$ cat src/hdl/dts_pkg.sv
package dts_pkg;

    localparam int TIMER_SLOTS_DEF = 16;
    localparam int MAX_FIRES_DEF   = 8;

    localparam int ID_W = 32;
    localparam int DL_W = 40;
    localparam int IV_W = 24;

    localparam logic [1:0] REQ_SCHED  = 2'd0;
    localparam logic [1:0] REQ_CANCEL = 2'd1;
    localparam logic [1:0] REQ_TICK   = 2'd2;

    localparam logic [1:0] KIND_SCHED  = 2'd0;
    localparam logic [1:0] KIND_CANCEL = 2'd1;
    localparam logic [1:0] KIND_FIRE   = 2'd2;
    localparam logic [1:0] KIND_DONE   = 2'd3;

    typedef enum logic [2:0] {
        ST_IDLE,
        ST_FREE,
        ST_SCAN,
        ST_ACT,
        ST_EMIT
    } t_state;

    typedef enum logic [1:0] {
        OP_CANCEL,
        OP_FIRE,
        OP_MIN
    } t_op;

    typedef struct packed {
        logic [ID_W-1:0] ident;
        logic [DL_W-1:0] deadline;
        logic [IV_W-1:0] interval;
        logic            repeats;
    } t_entry;

    typedef struct packed {
        logic clear;
        logic load;
        t_op  op;
    } t_pick_ctl;

    typedef struct packed {
        logic   hit;
        t_entry entry;
    } t_pick_res;

    typedef struct packed {
        logic [1:0]      kind;
        logic [ID_W-1:0] timer_id;
        logic            found;
        logic            pending;
        logic [IV_W-1:0] next_wait;
        logic            last;
    } t_result;

endpackage

$ cat src/hdl/dts_slot_mem.sv
module dts_slot_mem #(
    parameter int DEPTH = dts_pkg::TIMER_SLOTS_DEF,
    parameter int AW    = $clog2(DEPTH)
) (
    input  logic            i_clk,
    input  logic            i_we,
    input  logic [AW-1:0]   i_waddr,
    input  dts_pkg::t_entry i_wdata,
    input  logic [AW-1:0]   i_raddr,
    output dts_pkg::t_entry o_rdata
);

    dts_pkg::t_entry mem [DEPTH];
    dts_pkg::t_entry r_rdata;

    always_ff @(posedge i_clk) begin
        if (i_we) begin
            mem[i_waddr] <= i_wdata;
        end
    end

    always_ff @(posedge i_clk) begin
        r_rdata <= mem[i_raddr];
    end

    assign o_rdata = r_rdata;

endmodule

$ cat src/hdl/dts_pick.sv
module dts_pick #(
    parameter int IDX_W = $clog2(dts_pkg::TIMER_SLOTS_DEF)
) (
    input  logic                        i_clk,
    input  dts_pkg::t_pick_ctl          i_ctl,
    input  logic                        i_cand_valid,
    input  logic [IDX_W-1:0]            i_cand_idx,
    input  dts_pkg::t_entry             i_cand,
    input  logic [dts_pkg::DL_W-1:0]    i_clock,
    input  logic [dts_pkg::ID_W-1:0]    i_cancel_id,
    output dts_pkg::t_pick_res          o_best,
    output logic [IDX_W-1:0]            o_best_idx
);

    logic               r_hit;
    dts_pkg::t_entry    r_best;
    logic [IDX_W-1:0]   r_idx;
    logic               take;
    logic               dl_less;
    logic               dl_same;

    assign dl_less = i_cand.deadline < r_best.deadline;
    assign dl_same = i_cand.deadline == r_best.deadline;

    always_comb begin
        take = 1'b0;
        case (i_ctl.op)
            dts_pkg::OP_CANCEL: take = i_cand_valid && !r_hit && i_cand.ident == i_cancel_id;
            // earliest due deadline; on a tie the larger identifier, then the lower slot
            dts_pkg::OP_FIRE: take = i_cand_valid && i_cand.deadline <= i_clock &&
                                     (!r_hit || dl_less ||
                                      (dl_same && i_cand.ident > r_best.ident));
            dts_pkg::OP_MIN: take = i_cand_valid && (!r_hit || dl_less);
            default: take = 1'b0;
        endcase
    end

    always_ff @(posedge i_clk) begin
        if (i_ctl.clear) begin
            r_hit <= 1'b0;
        end else if (i_ctl.load && take) begin
            r_hit <= 1'b1;
        end
    end

    always_ff @(posedge i_clk) begin
        if (i_ctl.load && take) begin
            r_best <= i_cand;
            r_idx  <= i_cand_idx;
        end
    end

    assign o_best.hit   = r_hit;
    assign o_best.entry = r_best;
    assign o_best_idx   = r_idx;

endmodule

$ cat src/hdl/deadline_timer_scheduler.sv
// Table of TIMER_SLOTS millisecond timers kept in one slot memory with a registered
// read. Every request walks the table one slot per cycle through the single read
// port. A tick fires at most MAX_FIRES timers, its budget. Each fire is a full scan
// for the earliest due timer followed by a write back of the new deadline for a
// repeating timer or a release of the slot for a one-shot. A scan that finds nothing
// due, or the end of the budget, hands over to a closing scan that finds the soonest
// deadline. One request is worked at a time; a result waits in the output register
// while the next one is taken.
module deadline_timer_scheduler #(
    parameter int TIMER_SLOTS = dts_pkg::TIMER_SLOTS_DEF,
    parameter int MAX_FIRES   = dts_pkg::MAX_FIRES_DEF
) (
    input  logic                     i_clk,
    input  logic                     i_rst_n,
    input  logic                     i_valid,
    output logic                     o_ready,
    input  logic [1:0]               i_req_type,
    input  logic [dts_pkg::IV_W-1:0] i_delay_ms,
    input  logic                     i_repeat_mode,
    input  logic [dts_pkg::ID_W-1:0] i_cancel_id,
    output logic                     o_valid,
    input  logic                     i_ready,
    output logic [1:0]               o_result_kind,
    output logic [dts_pkg::ID_W-1:0] o_timer_id,
    output logic                     o_found,
    output logic                     o_pending,
    output logic [dts_pkg::IV_W-1:0] o_next_wait,
    output logic                     o_last
);

    localparam int IDX_W  = $clog2(TIMER_SLOTS);
    localparam int CNT_W  = $clog2(TIMER_SLOTS + 1);
    localparam int FIRE_W = $clog2(MAX_FIRES + 1);
    localparam int DL_W   = dts_pkg::DL_W;
    localparam int ID_W   = dts_pkg::ID_W;
    localparam int IV_W   = dts_pkg::IV_W;

    dts_pkg::t_state    r_state, n_state;
    dts_pkg::t_op       r_op, n_op;
    logic [CNT_W-1:0]   r_cnt, n_cnt;
    logic [FIRE_W-1:0]  r_fires, n_fires;
    logic [DL_W-1:0]    r_clock, n_clock;
    logic [ID_W-1:0]    r_next_id, n_next_id;
    logic [TIMER_SLOTS-1:0] r_valid, n_valid;
    logic [IV_W-1:0]    r_delay, n_delay;
    logic               r_rep, n_rep;
    logic [ID_W-1:0]    r_cid, n_cid;
    dts_pkg::t_result   r_res, n_res;
    dts_pkg::t_result   r_out;
    logic               r_out_vld;
    logic               r_rd_vld, n_rd_vld;
    logic [IDX_W-1:0]   r_rd_idx;

    logic               in_take;
    logic               out_free;
    logic               scan_end;
    logic [IDX_W-1:0]   cnt_idx;
    logic               sched_take;
    logic [IV_W-1:0]    delay_eff;
    logic [ID_W-1:0]    id_inc;
    logic [DL_W-1:0]    wait_diff;

    logic               mem_we;
    logic [IDX_W-1:0]   mem_waddr;
    dts_pkg::t_entry    mem_wdata;
    dts_pkg::t_entry    mem_rdata;

    dts_pkg::t_pick_ctl pick_ctl;
    dts_pkg::t_pick_res best;
    logic [IDX_W-1:0]   best_idx;

    assign o_ready    = (r_state == dts_pkg::ST_IDLE);
    assign in_take    = i_valid && o_ready;
    assign out_free   = !r_out_vld || i_ready;
    assign scan_end   = (r_cnt == CNT_W'(TIMER_SLOTS));
    assign cnt_idx    = r_cnt[IDX_W-1:0];
    assign sched_take = (r_state == dts_pkg::ST_FREE) && !scan_end && !r_valid[cnt_idx];
    assign delay_eff  = (r_delay == '0) ? IV_W'(1) : r_delay;
    assign id_inc     = r_next_id + ID_W'(1);
    assign wait_diff  = best.entry.deadline - r_clock;

    dts_slot_mem #(
        .DEPTH (TIMER_SLOTS),
        .AW    (IDX_W)
    ) u_mem (
        .i_clk   (i_clk),
        .i_we    (mem_we),
        .i_waddr (mem_waddr),
        .i_wdata (mem_wdata),
        .i_raddr (cnt_idx),
        .o_rdata (mem_rdata)
    );

    dts_pick #(
        .IDX_W (IDX_W)
    ) u_pick (
        .i_clk        (i_clk),
        .i_ctl        (pick_ctl),
        .i_cand_valid (r_valid[r_rd_idx]),
        .i_cand_idx   (r_rd_idx),
        .i_cand       (mem_rdata),
        .i_clock      (r_clock),
        .i_cancel_id  (r_cid),
        .o_best       (best),
        .o_best_idx   (best_idx)
    );

    always_comb begin
        n_state = r_state;
        unique case (r_state)
            dts_pkg::ST_IDLE: begin
                if (in_take) begin
                    unique case (i_req_type)
                        dts_pkg::REQ_SCHED:  n_state = dts_pkg::ST_FREE;
                        dts_pkg::REQ_CANCEL: n_state = dts_pkg::ST_SCAN;
                        dts_pkg::REQ_TICK:   n_state = dts_pkg::ST_SCAN;
                        default:             n_state = dts_pkg::ST_IDLE;
                    endcase
                end
            end
            dts_pkg::ST_FREE: begin
                if (sched_take || scan_end) begin
                    n_state = dts_pkg::ST_EMIT;
                end
            end
            dts_pkg::ST_SCAN: begin
                if (scan_end) begin
                    n_state = dts_pkg::ST_ACT;
                end
            end
            dts_pkg::ST_ACT: begin
                if (r_op == dts_pkg::OP_FIRE && !best.hit) begin
                    n_state = dts_pkg::ST_SCAN;
                end else begin
                    n_state = dts_pkg::ST_EMIT;
                end
            end
            dts_pkg::ST_EMIT: begin
                if (out_free) begin
                    n_state = (r_op == dts_pkg::OP_FIRE) ? dts_pkg::ST_SCAN : dts_pkg::ST_IDLE;
                end
            end
            default: n_state = dts_pkg::ST_IDLE;
        endcase
    end

    always_comb begin
        n_op      = r_op;
        n_cnt     = r_cnt;
        n_fires   = r_fires;
        n_clock   = r_clock;
        n_next_id = r_next_id;
        n_valid   = r_valid;
        n_delay   = r_delay;
        n_rep     = r_rep;
        n_cid     = r_cid;
        n_res     = r_res;
        n_rd_vld  = 1'b0;
        mem_we    = 1'b0;
        mem_waddr = cnt_idx;
        mem_wdata = best.entry;
        pick_ctl.clear = 1'b0;
        pick_ctl.load  = r_rd_vld;
        pick_ctl.op    = r_op;

        unique case (r_state)
            dts_pkg::ST_IDLE: begin
                if (in_take) begin
                    n_delay = i_delay_ms;
                    n_rep   = i_repeat_mode;
                    n_cid   = i_cancel_id;
                    n_cnt   = '0;
                    unique case (i_req_type)
                        dts_pkg::REQ_CANCEL: begin
                            n_op = dts_pkg::OP_CANCEL;
                            pick_ctl.clear = 1'b1;
                        end
                        dts_pkg::REQ_TICK: begin
                            n_op    = dts_pkg::OP_FIRE;
                            n_clock = r_clock + DL_W'(1);
                            n_fires = '0;
                            pick_ctl.clear = 1'b1;
                        end
                        default: ;
                    endcase
                end
            end
            dts_pkg::ST_FREE: begin
                n_res = '{kind: dts_pkg::KIND_SCHED, timer_id: '0, found: 1'b0,
                          pending: 1'b0, next_wait: '0, last: 1'b1};
                if (sched_take) begin
                    mem_we    = 1'b1;
                    mem_waddr = cnt_idx;
                    mem_wdata = '{ident: r_next_id,
                                  deadline: r_clock + DL_W'(delay_eff),
                                  interval: delay_eff, repeats: r_rep};
                    n_valid[cnt_idx] = 1'b1;
                    n_res.timer_id   = r_next_id;
                    // skip identifier zero on wrap
                    n_next_id = (id_inc == '0) ? ID_W'(1) : id_inc;
                end else if (!scan_end) begin
                    n_cnt = r_cnt + CNT_W'(1);
                end
            end
            dts_pkg::ST_SCAN: begin
                if (!scan_end) begin
                    n_rd_vld = 1'b1;
                    n_cnt    = r_cnt + CNT_W'(1);
                end
            end
            dts_pkg::ST_ACT: begin
                n_res = '{kind: dts_pkg::KIND_CANCEL, timer_id: '0, found: 1'b0,
                          pending: 1'b0, next_wait: '0, last: 1'b1};
                case (r_op)
                    dts_pkg::OP_CANCEL: begin
                        n_res.found = best.hit;
                        if (best.hit) begin
                            n_valid[best_idx] = 1'b0;
                        end
                    end
                    dts_pkg::OP_FIRE: begin
                        if (best.hit) begin
                            n_res.kind     = dts_pkg::KIND_FIRE;
                            n_res.timer_id = best.entry.ident;
                            n_res.last     = 1'b0;
                            n_fires        = r_fires + FIRE_W'(1);
                            if (best.entry.repeats) begin
                                mem_we             = 1'b1;
                                mem_waddr          = best_idx;
                                mem_wdata.deadline = r_clock + DL_W'(best.entry.interval);
                            end else begin
                                n_valid[best_idx] = 1'b0;
                            end
                        end else begin
                            n_op  = dts_pkg::OP_MIN;
                            n_cnt = '0;
                            pick_ctl.clear = 1'b1;
                        end
                    end
                    dts_pkg::OP_MIN: begin
                        n_res.kind    = dts_pkg::KIND_DONE;
                        n_res.pending = best.hit;
                        if (best.hit && best.entry.deadline > r_clock) begin
                            // saturate the wait at the field width
                            n_res.next_wait = (|wait_diff[DL_W-1:IV_W]) ? '1 :
                                              wait_diff[IV_W-1:0];
                        end
                    end
                    default: ;
                endcase
            end
            dts_pkg::ST_EMIT: begin
                if (out_free && r_op == dts_pkg::OP_FIRE) begin
                    n_cnt = '0;
                    pick_ctl.clear = 1'b1;
                    if (r_fires == FIRE_W'(MAX_FIRES)) begin
                        n_op = dts_pkg::OP_MIN;
                    end
                end
            end
            default: ;
        endcase
    end

    always_ff @(posedge i_clk) begin
        if (!i_rst_n) begin
            r_state   <= dts_pkg::ST_IDLE;
            r_op      <= dts_pkg::OP_CANCEL;
            r_cnt     <= '0;
            r_fires   <= '0;
            r_clock   <= '0;
            r_next_id <= ID_W'(1);
            r_valid   <= '0;
            r_out_vld <= 1'b0;
            r_rd_vld  <= 1'b0;
        end else begin
            r_state   <= n_state;
            r_op      <= n_op;
            r_cnt     <= n_cnt;
            r_fires   <= n_fires;
            r_clock   <= n_clock;
            r_next_id <= n_next_id;
            r_valid   <= n_valid;
            r_rd_vld  <= n_rd_vld;
            if (r_state == dts_pkg::ST_EMIT && out_free) begin
                r_out_vld <= 1'b1;
            end else if (i_ready) begin
                r_out_vld <= 1'b0;
            end
        end
    end

    always_ff @(posedge i_clk) begin
        r_delay  <= n_delay;
        r_rep    <= n_rep;
        r_cid    <= n_cid;
        r_res    <= n_res;
        r_rd_idx <= cnt_idx;
        if (r_state == dts_pkg::ST_EMIT && out_free) begin
            r_out <= r_res;
        end
    end

    assign o_valid       = r_out_vld;
    assign o_result_kind = r_out.kind;
    assign o_timer_id    = r_out.timer_id;
    assign o_found       = r_out.found;
    assign o_pending     = r_out.pending;
    assign o_next_wait   = r_out.next_wait;
    assign o_last        = r_out.last;

    a_fire_budget: assert property (@(posedge i_clk) disable iff (!i_rst_n)
        r_fires <= FIRE_W'(MAX_FIRES))
        else $error("fire count exceeds budget");

    a_open_kind: assert property (@(posedge i_clk) disable iff (!i_rst_n)
        (o_valid && !o_last) |-> (o_result_kind == dts_pkg::KIND_FIRE))
        else $error("non-final result is not a fired timer");

    a_sched_fill: assert property (@(posedge i_clk) disable iff (!i_rst_n)
        sched_take |=> ($countones(r_valid) == $past($countones(r_valid)) + 1))
        else $error("schedule did not occupy exactly one free slot");

endmodule
$ cat config.mk
export PLATFORM = sky130hd
export DESIGN_NAME = deadline_timer_scheduler
export DESIGN_NICKNAME = d
export VERILOG_FILES = /design/src/hdl/dts_pkg.sv /design/src/hdl/dts_slot_mem.sv /design/src/hdl/dts_pick.sv /design/src/hdl/deadline_timer_scheduler.sv
export SDC_FILE = /design/constraint.sdc
export NUM_CORES = 2
export LEC_CHECK = 0
export BUFFER_PORTS_ARGS = -buffer_cell sky130_fd_sc_hd__buf_2
export CAP_MARGIN = 10
export CORE_MARGIN = 5
export CORE_UTILIZATION = 39
export DETAILED_ROUTE_END_ITERATION = 16
export GPL_ROUTABILITY_DRIVEN = 0
export PLACE_DENSITY = 0.6
export SYNTH_ARGS = -nofsm -noshare
export SYNTH_HDL_FRONTEND = slang
export SYNTH_SLANG_ARGS = --single-unit
$ cat constraint.sdc
create_clock -name i_clk -period 7.8 [get_ports i_clk]
set_clock_uncertainty 0.05 [all_clocks]
set_input_delay 1.56 -clock i_clk [delete_from_list [all_inputs] [get_ports i_clk]]
set_output_delay 1.56 -clock i_clk [all_outputs]
set_load 0.05 [all_outputs]
==> reports/metrics.cfg <==
[clock_network]
cts_made_buffers=201
clock_latency_ns=0.84
cts_resized=0
clk_pin_slew_ns=0.06
cts-hold-fix-buffers=0
cts_tree=yes
root_buffer=clkbuf_16
cts_buffer_depth=3
clock-sinks=2038
htree_num_levels=4
postCtsSetupRepairBufs=0

[synthesis]
ys_seq_area_share_pct=70.1
synth_edf_count=1832
post_synth_instance_area_sq_um=84400
syn_nets=5117
syn_area_per_cell_sq_um=17.5
synthArstFlopShare_pct=0
synth-seq-cells=2038
yosysWarnings=0
syn_inst=4836
yosysUniqueCellTypes=85
synthFlopType=edfxtp_1

[grt]
grt_pass1_wl_um=317000
grt_max_degree=136
antenna_found_initial=17
grt_pass1_vias=45700
track_usage_pct=19.1
grt_overflow_total=0

[die]
die_width_um=475
pin_count=126
core-area_sq_um=215000
die_h_um=475
fp-row-count=170
start_util_pct=39.3
die_area_sq_um=226000

[min_path]
hp-class=reg -> reg

[cells_and_area]
layout_commonest_cell=edfxtp_1
drive_above_1_share_pct=21.7
final_area_sq_um=96100
n_fill_cell=18300
final_util_pct=44.7
areaGrowthSynthToFinish_pct=13.8
most-common-layout-cells=edfxtp_1 (1832), mux4_2 (494), nand2_1 (263), ha_1 (215), dfxtp_1 (202)
nNetsFinal=5353
finalNonFillerCells=8099

[power_and_ir_drop]
p_per_area_nw_per_um2=278
leakage_nw=31.1
worst_ir_drop_vdd_mv=0.273

[timing]
setup_violations=0
hold_viol_final=0
tightest_slew_ns=1.24
slew_violations=0
max_slew_margin_pct=17.0
min_period_over_period_pct=73.0
finalCriticalPeriod_ns=5.69
rsz0062_at_grt=false
max_freq_mhz=176

[routing]
wl_per_cell_um=26.8
vias=46000
drt_iter0_markers=4511
wl_met2_um=103000
topRoutingLayerUsed=met5
viasPerCell=5.68
wl_met1_um=93600
routed_wl_um=217000
antenna_left=0
first_pass_iters=6
remaining_drc_errors=0
wl_met3_um=15200

[setup_path]
worst_path_max_delay_cell=a31oi_1
cp_top_family=compound AO/OA/AOI/OAI gates
start_kind=flip-flop
critPathRequiredTime_ns=8.20
crit_buf_inv=1
worstPathCellList=nor4_1, nand4_1, o21bai_1, ha_1, inv_1, fa_1, nor2b_1, o31a_1, o41a_1, nand3_1, o221ai_1, a211oi_1, o311a_1, a31oi_1
cp_slowest_stage_delay_ns=0.88
worst_ep_arrival_time_ns=6.09
endpoint_kind=flip-flop
crit_type=reg -> reg
crit_path_max_fanout=16

[run]
max-cap-violations=0

[placement]
dpl_cell_area_sq_um=89100
port_buffers=125
dp_cells=7705
place_hpwl_um=136000

[outcome]
status=finished clean

[report_power, final]
part / internal, mW / switching, mW
sequential: 12.5 / 0.450
clock: 5.76 / 4.23
combinational: 1.68 / 2.09
total: 20.0 / 6.77
[per-stage QoR]
stage	TNS [ns]	hold WS, ns	worst slack [ns]	total power [mW]
finish	0	0.358	2.11	26.8
detailed placement	0	0.343	2.11	17.0
global placement	0	0.338	2.25	17.0
floorplan	-982.64	0.300	-0.675	15.7
global route	0	0.360	1.78	27.8
CTS	0	0.358	2.12	27.0
[sequential cells by signal (all words and copies together) (netlist names), 24 cells and up]
| name | cells |
|---|---|
| o_next_wait | 24 |
| o_timer_id | 32 |
| r_cid | 32 |
| r_clock | 40 |
| r_delay | 24 |
| r_next_id | 32 |
| r_res | 61 |
| u_mem.mem | 1552 |
| u_mem.o_rdata | 97 |
| u_pick.o_best | 97 |
[synth_stat cells (all sizes together), types with 80 or more instances]
cell type / n / share of area, %
nand3: 85 / 0.53
mux4: 494 / 13
edfxtp: 1832 / 65
nand2: 264 / 1.2
xnor2: 111 / 1.2
dfxtp: 206 / 4.9
a21oi: 188 / 1.1
xor2: 81 / 0.84
a21o: 80 / 0.71
o21ai: 201 / 1.2
clkbuf: 170 / 0.76
nor2: 198 / 0.89
ha: 215 / 3.2
inv: 159 / 0.71
[area by class of cell]
| class | count | area, sq um | share of cell area [%] |
|---|---|---|---|
| clock buffers | 265 | 5480 | 5.70 |
| inverters | 159 | 597 | 0.621 |
| multi-input cells | 2413 | 24000 | 25.0 |
| clock inverters | 117 | 1410 | 1.47 |
| diodes | 10 | 25.0 | 0.0260 |
| flip-flops and latches | 2038 | 59200 | 61.6 |
| repair buffers | 259 | 1840 | 1.92 |
| well taps | 2838 | 3550 | 3.70 |
[logic make-up after synthesis]
kind of cell	share of synthesized area (%)
buffers and inverters	1.74
AOI/OAI and AO/OA	4.82
DFF	70.1
muxes	13.3
xor gates and xnor gates	1.99
and+or+nand+nor	4.86
adders and majority gates	3.26
[routing by layer]
metal / vias up / GRT usage (%)
met3: 298 / 3.10
li1: 19800 / -
met4: 4 / 5.29
met2: 1682 / 30.4
met1: 24200 / 27.3
met5: - / 0
[worst reg2reg max path: cells and delay by family, from the launching register on]
kind	cells	cell delay (ns)
AOI/OAI and AO/OA	7	2.94
DFF	1	0.41
adders and majority gates	2	0.63
and+or+nand+nor	4	1.24
buffers and inverters	1	0.07
[path summary, 6_finish.rpt]
kind / start / endpoint / slack (ns) / cells after the start
min reg2reg: u_mem.o_rdata[11] / u_pick.o_best[11] / 0.36 / 0
min: u_mem.o_rdata[11] / u_pick.o_best[11] / 0.36 / 0
max: r_delay[1] / u_mem.mem[4][49] / 2.11 / 14
max reg2reg: r_delay[1] / u_mem.mem[4][49] / 2.11 / 14
(Power assumes the default switching activity.)
